### src/sv/stee_pkg.sv
package stee_pkg;

    localparam int DATA_W           = 32;
    localparam int CURRENT_W        = 16;
    localparam int VOLTAGE_W        = 16;
    localparam int CFG_INDEX_W      = 3;
    localparam int COUNTER_BITS_DEF = 32;

    // Multiply-accumulate unit: digit-serial over the multiplier.
    localparam int DIGIT_BITS = 4;
    localparam int ACC_W      = 66;
    localparam int DIGIT_CNT_W = 3;
    localparam logic [DIGIT_CNT_W-1:0] LAST_DIGIT_16 = DIGIT_CNT_W'(16 / DIGIT_BITS - 1);
    localparam logic [DIGIT_CNT_W-1:0] LAST_DIGIT_32 = DIGIT_CNT_W'(32 / DIGIT_BITS - 1);

    // Power divisor is floor(64 * dt / 1000).
    localparam int SCALE_SHIFT = 6;
    localparam logic [DATA_W-1:0] DIVR_DENOM = DATA_W'(1000);
    // The 60/40 average out of 100 reduces to (3 * avg + 2 * energy) / 5.
    localparam logic [DATA_W-1:0] AVG_DENOM = DATA_W'(5);
    localparam int AVG_SUM_W = DATA_W + 3;

    localparam logic [CFG_INDEX_W-1:0] CFG_SUPPLY_VOLTAGE      = 3'd0;
    localparam logic [CFG_INDEX_W-1:0] CFG_INITIAL_ENERGY      = 3'd1;
    localparam logic [CFG_INDEX_W-1:0] CFG_TICKS_PER_SECOND    = 3'd2;
    localparam logic [CFG_INDEX_W-1:0] CFG_CPU_CURRENT_Q6      = 3'd3;
    localparam logic [CFG_INDEX_W-1:0] CFG_SLEEP_CURRENT_Q6    = 3'd4;
    localparam logic [CFG_INDEX_W-1:0] CFG_TRANSMIT_CURRENT_Q6 = 3'd5;
    localparam logic [CFG_INDEX_W-1:0] CFG_LISTEN_CURRENT_Q6   = 3'd6;

    localparam logic [VOLTAGE_W-1:0] RST_SUPPLY_VOLTAGE      = 16'd3;
    localparam logic [DATA_W-1:0]    RST_INITIAL_ENERGY      = 32'd10000;
    localparam logic [DATA_W-1:0]    RST_TICKS_PER_SECOND    = 32'd32768;
    localparam logic [CURRENT_W-1:0] RST_CPU_CURRENT_Q6      = 16'd115;
    localparam logic [CURRENT_W-1:0] RST_SLEEP_CURRENT_Q6    = 16'd34;
    localparam logic [CURRENT_W-1:0] RST_TRANSMIT_CURRENT_Q6 = 16'd1113;
    localparam logic [CURRENT_W-1:0] RST_LISTEN_CURRENT_Q6   = 16'd1280;

    typedef struct packed {
        logic                   start;
        logic                   clear;
        logic [DIGIT_CNT_W-1:0] last_digit;
    } mac_ctl_t;

endpackage

### src/sv/stee_if.sv
interface stee_sample_if;
    logic                        valid;
    logic                        ready;
    logic [stee_pkg::DATA_W-1:0] total_ticks;
    logic [stee_pkg::DATA_W-1:0] cpu_ticks;
    logic [stee_pkg::DATA_W-1:0] sleep_ticks;
    logic [stee_pkg::DATA_W-1:0] transmit_ticks;
    logic [stee_pkg::DATA_W-1:0] listen_ticks;

    modport source (output valid, total_ticks, cpu_ticks, sleep_ticks, transmit_ticks,
                    listen_ticks, input ready);
    modport sink (input valid, total_ticks, cpu_ticks, sleep_ticks, transmit_ticks,
                  listen_ticks, output ready);
endinterface

interface stee_result_if;
    logic                        valid;
    logic                        ready;
    logic [stee_pkg::DATA_W-1:0] average_energy;
    logic [stee_pkg::DATA_W-1:0] period_energy;
    logic [stee_pkg::DATA_W-1:0] average_power;
    logic                        divide_fault;

    modport source (output valid, average_energy, period_energy, average_power,
                    divide_fault, input ready);
    modport sink (input valid, average_energy, period_energy, average_power,
                  divide_fault, output ready);
endinterface

interface stee_cfg_if;
    logic                             valid;
    logic                             ready;
    logic [stee_pkg::CFG_INDEX_W-1:0] index;
    logic [stee_pkg::DATA_W-1:0]      data;

    modport source (output valid, index, data, input ready);
    modport sink (input valid, index, data, output ready);
endinterface

### src/sv/stee_mac.sv
module stee_mac
(
    input  logic                           clk,
    input  logic                           rst_n,
    input  stee_pkg::mac_ctl_t             ctl,
    input  logic [stee_pkg::ACC_W-1:0]     mcand,
    input  logic [stee_pkg::DATA_W-1:0]    mplier,
    output logic                           busy,
    output logic                           done,
    output logic [stee_pkg::ACC_W-1:0]     acc
);

    logic [stee_pkg::ACC_W-1:0]       acc_reg;
    logic [stee_pkg::ACC_W-1:0]       mcand_reg;
    logic [stee_pkg::DATA_W-1:0]      mplier_reg;
    logic [stee_pkg::DIGIT_CNT_W-1:0] cnt_reg;
    logic                             busy_reg;
    logic                             done_reg;
    logic [stee_pkg::ACC_W-1:0]       partial;

    // One multiplier digit per cycle, least significant first.
    assign partial = mcand_reg *
                     stee_pkg::ACC_W'(mplier_reg[stee_pkg::DIGIT_BITS-1:0]);

    always_ff @(posedge clk or negedge rst_n)
    begin
        if (!rst_n)
        begin
            busy_reg <= 1'b0;
            done_reg <= 1'b0;
            cnt_reg  <= '0;
        end
        else
        begin
            done_reg <= 1'b0;
            if (ctl.start)
            begin
                busy_reg <= 1'b1;
                cnt_reg  <= ctl.last_digit;
            end
            else if (busy_reg)
            begin
                if (cnt_reg == '0)
                begin
                    busy_reg <= 1'b0;
                    done_reg <= 1'b1;
                end
                else
                begin
                    cnt_reg <= cnt_reg - 1'b1;
                end
            end
        end
    end

    always_ff @(posedge clk)
    begin
        if (ctl.start)
        begin
            mcand_reg  <= mcand;
            mplier_reg <= mplier;
            if (ctl.clear)
            begin
                acc_reg <= '0;
            end
        end
        else if (busy_reg)
        begin
            acc_reg    <= acc_reg + partial;
            mcand_reg  <= mcand_reg << stee_pkg::DIGIT_BITS;
            mplier_reg <= mplier_reg >> stee_pkg::DIGIT_BITS;
        end
    end

    assign busy = busy_reg;
    assign done = done_reg;
    assign acc  = acc_reg;

endmodule

### src/sv/stee_div.sv
module stee_div
(
    input  logic                        clk,
    input  logic                        rst_n,
    input  logic                        start,
    input  logic [stee_pkg::DATA_W-1:0] rem_init,
    input  logic [stee_pkg::DATA_W-1:0] dividend,
    input  logic [stee_pkg::DATA_W-1:0] divisor,
    output logic                        busy,
    output logic                        done,
    output logic [stee_pkg::DATA_W-1:0] quotient
);

    localparam int CNT_W = $clog2(stee_pkg::DATA_W);

    logic [stee_pkg::DATA_W-1:0] rem_reg;
    logic [stee_pkg::DATA_W-1:0] quo_reg;
    logic [stee_pkg::DATA_W-1:0] den_reg;
    logic [CNT_W-1:0]            cnt_reg;
    logic                        busy_reg;
    logic                        done_reg;
    logic [stee_pkg::DATA_W:0]   trial;
    logic [stee_pkg::DATA_W:0]   diff;
    logic                        fits;

    // Restoring division, one quotient bit per cycle. The remainder start
    // value is below the divisor, so the quotient fits in one word.
    assign trial = {rem_reg, quo_reg[stee_pkg::DATA_W-1]};
    assign diff  = trial - {1'b0, den_reg};
    assign fits  = trial >= {1'b0, den_reg};

    always_ff @(posedge clk or negedge rst_n)
    begin
        if (!rst_n)
        begin
            busy_reg <= 1'b0;
            done_reg <= 1'b0;
            cnt_reg  <= '0;
        end
        else
        begin
            done_reg <= 1'b0;
            if (start)
            begin
                busy_reg <= 1'b1;
                cnt_reg  <= CNT_W'(stee_pkg::DATA_W - 1);
            end
            else if (busy_reg)
            begin
                if (cnt_reg == '0)
                begin
                    busy_reg <= 1'b0;
                    done_reg <= 1'b1;
                end
                else
                begin
                    cnt_reg <= cnt_reg - 1'b1;
                end
            end
        end
    end

    always_ff @(posedge clk)
    begin
        if (start)
        begin
            rem_reg <= rem_init;
            quo_reg <= dividend;
            den_reg <= divisor;
        end
        else if (busy_reg)
        begin
            rem_reg <= fits ? diff[stee_pkg::DATA_W-1:0] : trial[stee_pkg::DATA_W-1:0];
            quo_reg <= {quo_reg[stee_pkg::DATA_W-2:0], fits};
        end
    end

    assign busy     = busy_reg;
    assign done     = done_reg;
    assign quotient = quo_reg;

endmodule

### src/sv/state_time_energy_ewma.sv
// Channel   Modport   Request carries
// sample    sink      total, cpu, sleep, transmit and listen tick counters
// result    source    average_energy, period_energy, average_power, divide_fault
// cfg       sink      register index and write data
//
// Each accepted sample is worked through by one 4-bit digit-serial multiply-accumulate
// unit and one bit-serial divider (up to four quotients per sample; the power division is
// skipped when the divisor is zero or the power saturates), used in turn.
// A finished result waits in the output register; the sequencer stalls only when a new
// result meets an unread one, and configuration waits while a sample is in progress.
// Reset clears the previous counters and loads the register defaults and the average.
module state_time_energy_ewma
#(
    parameter int COUNTER_BITS = stee_pkg::COUNTER_BITS_DEF
)
(
    input  logic               clk,
    input  logic               rst_n,
    stee_sample_if.sink        sample,
    stee_result_if.source      result,
    stee_cfg_if.sink           cfg
);

    localparam int CW = (COUNTER_BITS >= stee_pkg::DATA_W) ? stee_pkg::DATA_W : COUNTER_BITS;
    localparam int DW = stee_pkg::DATA_W;

    typedef enum logic [4:0] {
        S_IDLE, S_TERM_GO, S_TERM_WAIT, S_VOLT_GO, S_VOLT_WAIT, S_DIVR_GO, S_DIVR_WAIT,
        S_SEC_GO, S_SEC_WAIT, S_PWR_CHECK, S_PWR_GO, S_PWR_WAIT, S_ENG_GO, S_ENG_WAIT,
        S_AVG_GO, S_AVG_WAIT, S_OUT
    } state_t;

    state_t                            state_reg;
    logic [stee_pkg::VOLTAGE_W-1:0]    voltage_reg;
    logic [DW-1:0]                     tps_reg;
    logic [stee_pkg::CURRENT_W-1:0]    current_reg [4];
    logic [DW-1:0]                     avg_reg;

    logic [CW-1:0]                     prev_total_reg;
    logic [CW-1:0]                     prev_term_reg [4];
    logic [DW-1:0]                     d_total_reg;
    logic [DW-1:0]                     d_term_reg [4];
    logic [1:0]                        term_reg;

    logic [DW-1:0]                     divr_reg;
    logic [DW-1:0]                     seconds_reg;
    logic [DW-1:0]                     power_reg;
    logic [DW-1:0]                     energy_reg;
    logic                              fault_reg;

    logic                              res_valid_reg;
    logic [DW-1:0]                     res_avg_reg;
    logic [DW-1:0]                     res_energy_reg;
    logic [DW-1:0]                     res_power_reg;
    logic                              res_fault_reg;

    stee_pkg::mac_ctl_t                mac_ctl;
    logic [stee_pkg::ACC_W-1:0]        mac_mcand;
    logic [DW-1:0]                     mac_mplier;
    logic                              mac_busy;
    logic                              mac_done;
    logic [stee_pkg::ACC_W-1:0]        mac_acc;

    logic                              div_start;
    logic [DW-1:0]                     div_rem_init;
    logic [DW-1:0]                     div_dividend;
    logic [DW-1:0]                     div_divisor;
    logic                              div_busy;
    logic                              div_done;
    logic [DW-1:0]                     div_quotient;

    logic [CW-1:0]                     in_term [4];
    logic [CW-1:0]                     in_total;
    logic [DW-1:0]                     tps_eff;
    logic [stee_pkg::AVG_SUM_W-1:0]    avg_sum;
    logic                              sample_accept;
    logic                              cfg_accept;

    assign in_total   = CW'(sample.total_ticks);
    assign in_term[0] = CW'(sample.cpu_ticks);
    assign in_term[1] = CW'(sample.sleep_ticks);
    assign in_term[2] = CW'(sample.transmit_ticks);
    assign in_term[3] = CW'(sample.listen_ticks);

    assign tps_eff = (tps_reg == '0) ? DW'(1) : tps_reg;
    assign avg_sum = (stee_pkg::AVG_SUM_W'(avg_reg) << 1) + stee_pkg::AVG_SUM_W'(avg_reg)
                   + (stee_pkg::AVG_SUM_W'(energy_reg) << 1);

    assign sample.ready  = (state_reg == S_IDLE);
    assign sample_accept = sample.valid && sample.ready;
    assign cfg.ready     = (state_reg == S_IDLE);
    assign cfg_accept    = cfg.valid && cfg.ready;

    always_comb
    begin
        mac_ctl.start      = 1'b0;
        mac_ctl.clear      = 1'b1;
        mac_ctl.last_digit = stee_pkg::LAST_DIGIT_16;
        mac_mcand          = stee_pkg::ACC_W'(d_term_reg[term_reg]);
        mac_mplier         = DW'(current_reg[term_reg]);
        case (state_reg)
            S_TERM_GO:
            begin
                mac_ctl.start = 1'b1;
                mac_ctl.clear = (term_reg == 2'd0);
            end
            S_VOLT_GO:
            begin
                mac_ctl.start = 1'b1;
                mac_mcand     = mac_acc;
                mac_mplier    = DW'(voltage_reg);
            end
            S_ENG_GO:
            begin
                mac_ctl.start      = 1'b1;
                mac_ctl.last_digit = stee_pkg::LAST_DIGIT_32;
                mac_mcand          = stee_pkg::ACC_W'(power_reg);
                mac_mplier         = seconds_reg;
            end
            default:
            begin
                mac_ctl.start = 1'b0;
            end
        endcase
    end

    always_comb
    begin
        div_start    = 1'b0;
        div_rem_init = '0;
        div_dividend = d_total_reg;
        div_divisor  = tps_eff;
        case (state_reg)
            S_DIVR_GO:
            begin
                // 64 * dt is split so the high bits start the remainder.
                div_start    = 1'b1;
                div_rem_init = DW'(d_total_reg[DW-1 -: stee_pkg::SCALE_SHIFT]);
                div_dividend = {d_total_reg[DW-stee_pkg::SCALE_SHIFT-1:0],
                                {stee_pkg::SCALE_SHIFT{1'b0}}};
                div_divisor  = stee_pkg::DIVR_DENOM;
            end
            S_SEC_GO:
            begin
                div_start = 1'b1;
            end
            S_PWR_GO:
            begin
                div_start    = 1'b1;
                div_rem_init = mac_acc[2*DW-1:DW];
                div_dividend = mac_acc[DW-1:0];
                div_divisor  = divr_reg;
            end
            S_AVG_GO:
            begin
                div_start    = 1'b1;
                div_rem_init = DW'(avg_sum[stee_pkg::AVG_SUM_W-1:DW]);
                div_dividend = avg_sum[DW-1:0];
                div_divisor  = stee_pkg::AVG_DENOM;
            end
            default:
            begin
                div_start = 1'b0;
            end
        endcase
    end

    always_ff @(posedge clk or negedge rst_n)
    begin
        if (!rst_n)
        begin
            state_reg      <= S_IDLE;
            voltage_reg    <= stee_pkg::RST_SUPPLY_VOLTAGE;
            tps_reg        <= stee_pkg::RST_TICKS_PER_SECOND;
            current_reg[0] <= stee_pkg::RST_CPU_CURRENT_Q6;
            current_reg[1] <= stee_pkg::RST_SLEEP_CURRENT_Q6;
            current_reg[2] <= stee_pkg::RST_TRANSMIT_CURRENT_Q6;
            current_reg[3] <= stee_pkg::RST_LISTEN_CURRENT_Q6;
            avg_reg        <= stee_pkg::RST_INITIAL_ENERGY;
            prev_total_reg <= '0;
            for (int i = 0; i < 4; i++)
            begin
                prev_term_reg[i] <= '0;
            end
            term_reg       <= '0;
            res_valid_reg  <= 1'b0;
        end
        else
        begin
            if (cfg_accept)
            begin
                case (cfg.index)
                    stee_pkg::CFG_SUPPLY_VOLTAGE:
                        voltage_reg <= cfg.data[stee_pkg::VOLTAGE_W-1:0];
                    stee_pkg::CFG_INITIAL_ENERGY:
                        avg_reg <= cfg.data;
                    stee_pkg::CFG_TICKS_PER_SECOND:
                        tps_reg <= cfg.data;
                    stee_pkg::CFG_CPU_CURRENT_Q6:
                        current_reg[0] <= cfg.data[stee_pkg::CURRENT_W-1:0];
                    stee_pkg::CFG_SLEEP_CURRENT_Q6:
                        current_reg[1] <= cfg.data[stee_pkg::CURRENT_W-1:0];
                    stee_pkg::CFG_TRANSMIT_CURRENT_Q6:
                        current_reg[2] <= cfg.data[stee_pkg::CURRENT_W-1:0];
                    stee_pkg::CFG_LISTEN_CURRENT_Q6:
                        current_reg[3] <= cfg.data[stee_pkg::CURRENT_W-1:0];
                    default:
                    begin
                    end
                endcase
            end

            // In S_OUT an accepted result is replaced by the next one below.
            if (result.valid && result.ready && state_reg != S_OUT)
            begin
                res_valid_reg <= 1'b0;
            end

            case (state_reg)
                S_IDLE:
                begin
                    if (sample_accept)
                    begin
                        d_total_reg    <= DW'(CW'(in_total - prev_total_reg));
                        prev_total_reg <= in_total;
                        for (int i = 0; i < 4; i++)
                        begin
                            d_term_reg[i]    <= DW'(CW'(in_term[i] - prev_term_reg[i]));
                            prev_term_reg[i] <= in_term[i];
                        end
                        term_reg  <= '0;
                        state_reg <= S_TERM_GO;
                    end
                end
                S_TERM_GO:
                    state_reg <= S_TERM_WAIT;
                S_TERM_WAIT:
                begin
                    if (mac_done)
                    begin
                        term_reg  <= term_reg + 1'b1;
                        state_reg <= (term_reg == 2'd3) ? S_VOLT_GO : S_TERM_GO;
                    end
                end
                S_VOLT_GO:
                    state_reg <= S_VOLT_WAIT;
                S_VOLT_WAIT:
                begin
                    if (mac_done)
                    begin
                        state_reg <= S_DIVR_GO;
                    end
                end
                S_DIVR_GO:
                    state_reg <= S_DIVR_WAIT;
                S_DIVR_WAIT:
                begin
                    if (div_done)
                    begin
                        divr_reg  <= div_quotient;
                        state_reg <= S_SEC_GO;
                    end
                end
                S_SEC_GO:
                    state_reg <= S_SEC_WAIT;
                S_SEC_WAIT:
                begin
                    if (div_done)
                    begin
                        seconds_reg <= div_quotient;
                        state_reg   <= S_PWR_CHECK;
                    end
                end
                S_PWR_CHECK:
                begin
                    // The quotient overflows one word exactly when the high
                    // part of the numerator reaches the divisor.
                    fault_reg <= (divr_reg == '0);
                    if (divr_reg == '0 ||
                        mac_acc[stee_pkg::ACC_W-1:DW] >= (stee_pkg::ACC_W-DW)'(divr_reg))
                    begin
                        power_reg <= '1;
                        state_reg <= S_ENG_GO;
                    end
                    else
                    begin
                        state_reg <= S_PWR_GO;
                    end
                end
                S_PWR_GO:
                    state_reg <= S_PWR_WAIT;
                S_PWR_WAIT:
                begin
                    if (div_done)
                    begin
                        power_reg <= div_quotient;
                        state_reg <= S_ENG_GO;
                    end
                end
                S_ENG_GO:
                    state_reg <= S_ENG_WAIT;
                S_ENG_WAIT:
                begin
                    if (mac_done)
                    begin
                        energy_reg <= (mac_acc[stee_pkg::ACC_W-1:DW] != '0) ? '1
                                                                            : mac_acc[DW-1:0];
                        state_reg  <= S_AVG_GO;
                    end
                end
                S_AVG_GO:
                    state_reg <= S_AVG_WAIT;
                S_AVG_WAIT:
                begin
                    if (div_done)
                    begin
                        avg_reg   <= div_quotient;
                        state_reg <= S_OUT;
                    end
                end
                S_OUT:
                begin
                    if (!res_valid_reg || result.ready)
                    begin
                        res_valid_reg  <= 1'b1;
                        res_avg_reg    <= avg_reg;
                        res_energy_reg <= energy_reg;
                        res_power_reg  <= power_reg;
                        res_fault_reg  <= fault_reg;
                        state_reg      <= S_IDLE;
                    end
                end
                default:
                    state_reg <= S_IDLE;
            endcase
        end
    end

    assign result.valid          = res_valid_reg;
    assign result.average_energy = res_avg_reg;
    assign result.period_energy  = res_energy_reg;
    assign result.average_power  = res_power_reg;
    assign result.divide_fault   = res_fault_reg;

    stee_mac u_mac
    (
        .clk    (clk),
        .rst_n  (rst_n),
        .ctl    (mac_ctl),
        .mcand  (mac_mcand),
        .mplier (mac_mplier),
        .busy   (mac_busy),
        .done   (mac_done),
        .acc    (mac_acc)
    );

    stee_div u_div
    (
        .clk      (clk),
        .rst_n    (rst_n),
        .start    (div_start),
        .rem_init (div_rem_init),
        .dividend (div_dividend),
        .divisor  (div_divisor),
        .busy     (div_busy),
        .done     (div_done),
        .quotient (div_quotient)
    );

    // The two arithmetic units are used strictly in turn.
    assert property (@(posedge clk) disable iff (!rst_n)
        !(mac_busy && div_busy))
        else $error("multiplier and divider busy together");

    // A divider result only arrives while the sequencer waits for one.
    assert property (@(posedge clk) disable iff (!rst_n)
        div_done |-> (state_reg == S_DIVR_WAIT || state_reg == S_SEC_WAIT ||
                      state_reg == S_PWR_WAIT || state_reg == S_AVG_WAIT))
        else $error("divider finished outside a wait state");

    assert property (@(posedge clk) disable iff (!rst_n)
        result.valid && result.divide_fault |-> result.average_power == '1)
        else $error("fault without saturated power");

    assert property (@(posedge clk) disable iff (!rst_n)
        result.valid && result.average_power == '0 |-> result.period_energy == '0)
        else $error("energy without power");

    assert property (@(posedge clk) disable iff (!rst_n)
        cfg_accept && cfg.index == stee_pkg::CFG_INITIAL_ENERGY |=>
            avg_reg == $past(cfg.data))
        else $error("initial energy not loaded into the average");

endmodule

### src/flat_wrapper.sv
// flat-port wrapper written by rule: the top's interface ports become plain ports
module state_time_energy_ewma_flat 
#(
    parameter int COUNTER_BITS = stee_pkg::COUNTER_BITS_DEF
)
  (clk, rst_n, sample_valid, sample_total_ticks, sample_cpu_ticks, sample_sleep_ticks, sample_transmit_ticks, sample_listen_ticks, sample_ready, result_valid, result_average_energy, result_period_energy, result_average_power, result_divide_fault, result_ready, cfg_valid, cfg_index, cfg_data, cfg_ready);
  stee_sample_if sample_i ();
  stee_result_if result_i ();
  stee_cfg_if cfg_i ();
  input  logic clk;
  input  logic rst_n;
  input wire logic [$bits(sample_i.valid)-1:0] sample_valid;
  input wire logic [$bits(sample_i.total_ticks)-1:0] sample_total_ticks;
  input wire logic [$bits(sample_i.cpu_ticks)-1:0] sample_cpu_ticks;
  input wire logic [$bits(sample_i.sleep_ticks)-1:0] sample_sleep_ticks;
  input wire logic [$bits(sample_i.transmit_ticks)-1:0] sample_transmit_ticks;
  input wire logic [$bits(sample_i.listen_ticks)-1:0] sample_listen_ticks;
  output wire logic [$bits(sample_i.ready)-1:0] sample_ready;
  output wire logic [$bits(result_i.valid)-1:0] result_valid;
  output wire logic [$bits(result_i.average_energy)-1:0] result_average_energy;
  output wire logic [$bits(result_i.period_energy)-1:0] result_period_energy;
  output wire logic [$bits(result_i.average_power)-1:0] result_average_power;
  output wire logic [$bits(result_i.divide_fault)-1:0] result_divide_fault;
  input wire logic [$bits(result_i.ready)-1:0] result_ready;
  input wire logic [$bits(cfg_i.valid)-1:0] cfg_valid;
  input wire logic [$bits(cfg_i.index)-1:0] cfg_index;
  input wire logic [$bits(cfg_i.data)-1:0] cfg_data;
  output wire logic [$bits(cfg_i.ready)-1:0] cfg_ready;
  assign sample_i.valid = sample_valid;
  assign sample_i.total_ticks = sample_total_ticks;
  assign sample_i.cpu_ticks = sample_cpu_ticks;
  assign sample_i.sleep_ticks = sample_sleep_ticks;
  assign sample_i.transmit_ticks = sample_transmit_ticks;
  assign sample_i.listen_ticks = sample_listen_ticks;
  assign sample_ready = sample_i.ready;
  assign result_valid = result_i.valid;
  assign result_average_energy = result_i.average_energy;
  assign result_period_energy = result_i.period_energy;
  assign result_average_power = result_i.average_power;
  assign result_divide_fault = result_i.divide_fault;
  assign result_i.ready = result_ready;
  assign cfg_i.valid = cfg_valid;
  assign cfg_i.index = cfg_index;
  assign cfg_i.data = cfg_data;
  assign cfg_ready = cfg_i.ready;
  state_time_energy_ewma #(.COUNTER_BITS(COUNTER_BITS)) u_core (.clk(clk), .rst_n(rst_n), .sample(sample_i), .result(result_i), .cfg(cfg_i));
endmodule
### config.mk
export PLATFORM = sky130hd
export DESIGN_NAME = state_time_energy_ewma_flat
export DESIGN_NICKNAME = d
export VERILOG_FILES = /design/src/sv/stee_pkg.sv /design/src/sv/stee_if.sv /design/src/sv/stee_mac.sv /design/src/sv/stee_div.sv /design/src/sv/state_time_energy_ewma.sv /design/src/flat_wrapper.sv
export SDC_FILE = /design/constraint.sdc
export NUM_CORES = 2
export LEC_CHECK = 0
export BUFFER_PORTS_ARGS = -buffer_cell sky130_fd_sc_hd__buf_2
export CORE_UTILIZATION = 38
export CTS_CLUSTER_SIZE = 16
export DETAILED_ROUTE_END_ITERATION = 6
export GPL_ROUTABILITY_DRIVEN = 0
export PLACE_DENSITY = 0.59
export RECOVER_POWER = 50
export SETUP_SLACK_MARGIN = 0.05
export SLEW_MARGIN = 20
export SYNTH_ARGS = -nofsm -noshare
export SYNTH_HDL_FRONTEND = slang
export SYNTH_SLANG_ARGS = --single-unit
### constraint.sdc
create_clock -name clk -period 10.2 [get_ports clk]
set_input_delay 1.02 -clock clk [delete_from_list [all_inputs] [get_ports clk]]
set_output_delay 1.02 -clock clk [all_outputs]
set_load 0.01 [all_outputs]
* After elaboration in Yosys (flattened, before gate mapping)
Memories as Yosys holds them, arrays and structs flattened.
Index checks and enable logic that the tools add are counted.
** Word-level totals
- Bits in writable memories :: 128
- Input port bits :: 200
- Flip-flop bits (word level) :: 842
- Memories kept :: 1
- Output and inout port bits :: 100
- Word-level logic and storage cells :: 204
** Memories
- u_core.d_term_reg :: depth 4, width 32, rd ports 1, clocked after Yosys merged registers in 0, wr ports 4, line state_time_energy_ewma.sv:42 : logic [DW-1:0] d_term_reg [4];
** Operators by class
- Mux-type cells :: 71
- Order comparisons :: 3
- Reduce and logical (&&, ||, !) cells :: 41
- Bitwise operators :: 1
- Equal/unequal tests :: 37
- Add/sub/neg operators :: 12
- Multiply operators :: 1
** Operators with widths (number)
- $mux 32 :: 14
- $mux 66 :: 5
- $pmux 32 s3 :: 3
- $sub 32x32->32 :: 6
- $pmux 66 s2 :: 1
- $pmux 32 s2 :: 2
- $pmux 5 s17 :: 1
- $add 66x66->66 :: 1
- $mul 66x4->66 :: 1
- $logic_not 32->1 :: 2
- $mux 5 :: 12
- $eq 5x4->1 const B :: 8
- $add 35x33->35 :: 1
- $add 33x32->34 :: 1
- $ge 34x32->1 :: 1
- $reduce_bool 34->1 :: 1
- $ge 33x32->1 :: 1
- $bmux 16 s2 :: 1
- $mux 16 :: 2
- $reduce_and 2->1 :: 11
- $mux 1 :: 21
- $eq 5x3->1 const B :: 4
- $ne 2x2->1 const B :: 9
- $reduce_and 3->1 :: 6
- 28 further kinds :: 51

* Depth between registers and ports, before layout
- Depth after elaboration :: 6
- Gate-level depth with buffers :: 25
- Gate-level depth less buffers :: 25

* Cells and area by module
From an unflattened synthesis, not the netlist that was laid out.
** Unflattened totals
- Cells, all modules :: 5550
- Area total of the unflattened synthesis :: 62073.3 um2
** By module, submodules not included
- state_time_energy_ewma :: sequential area each 19426.1 um2, area an instance 38765.9 um2, cells an instance 3315, times used 1
- stee_mac :: sequential area each 5049.8 um2, area an instance 16961.3 um2, cells an instance 1684, times used 1
- stee_div :: sequential area each 3057.9 um2, area an instance 6346.1 um2, cells an instance 551, times used 1

* Worst setup path before layout
OpenSTA, ideal clock, no wires.
- Path type :: register -> register
- From :: register u_core.state_reg[0]
- To :: register u_core.u_mac.acc_reg (netlist bit u_core.u_mac.acc[0]) (enable)
- Clock period less this slack :: 5.901 ns
- Data arrival time :: 5.466 ns
- Cell stages (with the launch flop) :: 8
- Library setup time :: 0.435 ns
- Buffers on the path :: 2
- Required time :: 9.765 ns
- Slack :: 4.299 ns
- Path through :: dfrtp_1 -> clkbuf_1 -> nor3_1 -> a21oi_1 -> or2_2 -> clkbuf_1 -> nand2b_1 -> o31a_1
** On the way
- Word-level cells in the longest chain between the ends :: 5
- Elaborated cells on any way between the ends :: 9
- Those cells by class :: eq/ne (4); mux (2); reduce/logical (3)
** RTL lines
- start: declaration :: line state_time_energy_ewma.sv:33 : state_t state_reg;
- start signal: assignment :: line state_time_energy_ewma.sv:242 : state_reg <= (term_reg == 2'd3) ? S_VOLT_GO : S_TERM_GO;
- $eq 5x1->1, or another cell as far along :: line state_time_energy_ewma.sv:101 : case (state_reg)
- $reduce_or 3->1 (no line)
- $mux 1 :: line state_time_energy_ewma.sv:101
- $ne 2x2->1 (no line) or $reduce_bool 2->1 (tied branches)
- $reduce_and 2->1 (no line) *
- end signal: assignment :: line stee_mac.sv:69 : acc_reg <= acc_reg + partial;
- end: declaration :: line stee_mac.sv:13 : logic [stee_pkg::ACC_W-1:0] acc_reg;
Mark *: on every way between the ends. The rest lies on a longest branch, timed or not.
A chain may end at the register's enable or synchronous reset.

==> results.md <==
| Quantity | Value |
|:---|:---|
| Worst Path Arrival | 7.13 ns |
| Floorplan row count | 146 |
| Number of search-and-repair iterations in the first detailed-routing pass | 7 |
| RSZ-0062 raised after global routing | false |
| Placed standard-cell area | 64270 sq um |
| Post-synthesis net count | 6274 |
| Drc violations | 0 |
| Sum of routed wire length over all layers | 185.2 mm |
| Final Critical Period | 6.756 ns |
| Number of standard cells after synthesis | 5519 |
| Post-cts hold buffer count | 0 |
| Aggregate global-route resource usage | 22.70% |
| CTS buffer count | 112 |
| Failing checks | capacitance limit, slew limit |
| Setup clock skew after layout | 0.07186 ns |
| Fmax | 148.0 MHz |
| Setup crit end kind | flop |
| Full die area | 160700 sq um |
| Antenna-violating nets left | 0 |
| Number of different library cells in the post-synthesis netlist | 79 |
| Library cell occupying the most area in the post-synthesis netlist | sky130_fd_sc_hd__edfxtp_1 |
| Hold crit path type | reg2reg |
| Hold violation total from the final report | 0 |
| Global Route met2 Usage | 37.45% |
| CTS tree | built |
| Global-route wire length before repair | 275.5 mm |
| Area added between synthesis and finish | 12.34% |
| Clock H-tree levels | 3 |
| Buffer levels on the longest clock path | 3 |
| Netlist area before placement | 60450 sq um |
| Starting density of the core | 38.21% |
| Actual slew at the worst max-slew pin | 4.069 ns |
| Worst Path Required | 10.57 ns |
| Part of the cycle the worst path needs | 66.24% |
| Leading cell types by count after synthesis | 646 x sky130_fd_sc_hd__edfxtp_1, 553 x sky130_fd_sc_hd__nand2_1, 451 x sky130_fd_sc_hd__inv_1, 359 x sky130_fd_sc_hd__ha_1, 307 x sky130_fd_sc_hd__nor2_1 |
| Max Cap Violations | 18 |
| Die Width | 400.8 um |
| Total number of nets in the final design | 6521 |
| Worst-case headroom to the max-slew limit | -171.2% |
| Total number of yosys warnings | 0 |
| FFs w/ async S/R, synth | 33.40% |
| Global route overflow | 0 |
| Cell count after placement | 7723 |
| Total area of multi-input combinational cells | 30470 sq um |
| Top Ports | 300 |
| Kind of critical path | in2reg |
| CTS clock-pin slew for the worst setup and hold paths | 0.06 ns |
| Global Route met1 Usage | 29.50% |
| Sequential cell area | 27540 sq um |
| Per-instance average area after synthesis | 10.95 sq um |
| Max Transition Viols Final | 787 |
| Fraction of final layout cells sized beyond drive strength 1 | 13.40% |
| Sinks on the clock net | 970 |
| Top fanout value on the critical path | 78 |
| Via count | 44431 |
| Vias in the first global route | 43853 |
| Status | finished with violations |
| Count of buffers added by post-CTS timing repair for setup | 0 |
| Clock tree root buffer cell | sky130_fd_sc_hd__clkbuf_16 |
| Number of fill cells | 15049 |
| Later-pin clock latency in the skew report | 0.78 ns |
| Fraction of the yosys area taken by sequential cells | 45.55% |
| Top-count cell post-synth | sky130_fd_sc_hd__edfxtp_1 |
| Die Ht | 400.8 um |
| Prevailing post-synth register cell | sky130_fd_sc_hd__edfxtp_1 |
| Total of endpoints with negative setup slack in the final report | 0 |
| Antenna violations before repair | 9 |
| Post-CTS Resized | 0 |
| Gr busiest metal | met2 |
| Estimated wirelength of the detail-placed design | 139.4 mm |
| 1st-iter DRT viols | 4289 |
| Pin count of the biggest net entering global routing | 134 |
| Global Route met3 Usage | 3.665% |
| Cell types occupying the most area after synthesis | sky130_fd_sc_hd__edfxtp_1 32%, sky130_fd_sc_hd__dfrtp_1 13%, sky130_fd_sc_hd__ha_1 7.4%, sky130_fd_sc_hd__fa_1 6.5%, sky130_fd_sc_hd__mux2_2 4.9% |
| Average detailed-routed wire length per instance | 23.30 um |
| Number of storage elements in the synthesis netlist | 970 |
| CP startpoint kind | primary input |
| IO buf count | 299 |
| Summed area of non-filler cells in the final layout | 67910 sq um |
| Sum of negative setup slack | 0 ns |
| Number of flops mapped to enable cells by yosys | 646 |
| Non-filler cells in the finished layout | 7949 |
| DR vias/cell | 5.590 |
| Share of the synthesized area in the top cell type | 32.09% |
| Core Area | 158200 sq um |
==> cells by family (layout without fill, tap and decap cells) <==
| logic type | after synthesis | count (layout) | share of synthesized area, % |
|---|---|---|---|
| fa+ha+maj | 555 | 555 | 13.92 |
| flops | 970 | 970 | 45.55 |
| mux | 351 | 351 | 7.350 |
| other cells | 0 | 11 | 0 |
| buf+inv | 670 | 1017 | 4.175 |
| xor+xnor | 280 | 280 | 4.057 |
| simple gates | 1404 | 1404 | 10.84 |
| compound gates | 1289 | 1289 | 14.11 |
==> worst paths after layout <==
check	from	end	slack (ns)	cells after the start
setup / recovery	rst_n	u_core.d_term_reg[3][31]	3.44	3
hold / removal	u_core.energy_reg[13]	u_core.result.period_energy[13]	0.47	0
setup reg to reg	u_core.u_mac.mplier_reg[1]	u_core.u_mac.acc[59]	3.99	18
hold reg to reg	u_core.energy_reg[13]	u_core.result.period_energy[13]	0.47	0
max in group asynchronous	rst_n	u_core.prev_term_reg[104]	3.83	2
min in group asynchronous	rst_n	u_core.prev_term_reg[60]	1.59	1
==> area by class of cell <==
| type | count | area share [%] |
|---|---|---|
| tap | 2072 | 3.818 |
| timing repair buffer | 351 | 2.565 |
| multi-input combinational | 3879 | 44.87 |
| clock buffer | 139 | 4.335 |
| clock inverter | 75 | 1.316 |
| inverter | 452 | 2.498 |
| sequential | 970 | 40.55 |
| antenna | 11 | 0.04054 |
==> metrics by stage <==
stage / setup slack, ns / hold WS (ns) / utilization (%)
final: 3.444 / 0.4658 / 42.93
after global routing: 2.650 / 0.4623 / 42.91
after CTS: 4.263 / 0.1577 / 43.05
after detailed placement: 4.267 / 0.4545 / 40.62
after global placement: 4.238 / 0.4535 / 40.62
after floorplan: 4.299 / 0.4003 / -
==> worst max-delay path, stage by stage <==
cell and delay [ns]:
sky130_fd_sc_hd__clkbuf_1 2.69, sky130_fd_sc_hd__and3_1 2.18, sky130_fd_sc_hd__buf_4 0.98
==> placed cells by master (no fill, tap or decap), drive strengths merged, types with 37 or more instances in the layout <==
cell type and instances:
edfxtp 646, nand2 553, inv 458, ha 359
nor2 307, dfrtp 302, a21oi 292, o21ai 269
mux2 263, clkbuf 254, buf 236, a21o 211
fa 196, xnor2 179, nand2b 109, xor2 101
and2 93, a31oi 76, nand3 65, a22o 60
a22oi 55, nand4 54, nor2b 52, mux4 48
nor3 47, clkinv 47, o21a 43, mux2i 40
a211oi 37, and3 37
==> metal layers <==
layer,vias up,wire length [um]
met4,0,8397
met5,-,0
met3,344,12800
met1,22074,76630
li1,20377,-
met2,1636,87360
Power is not shown: default switching activity piles up to over one toggle a cycle in this logic, so the estimate is an artifact.
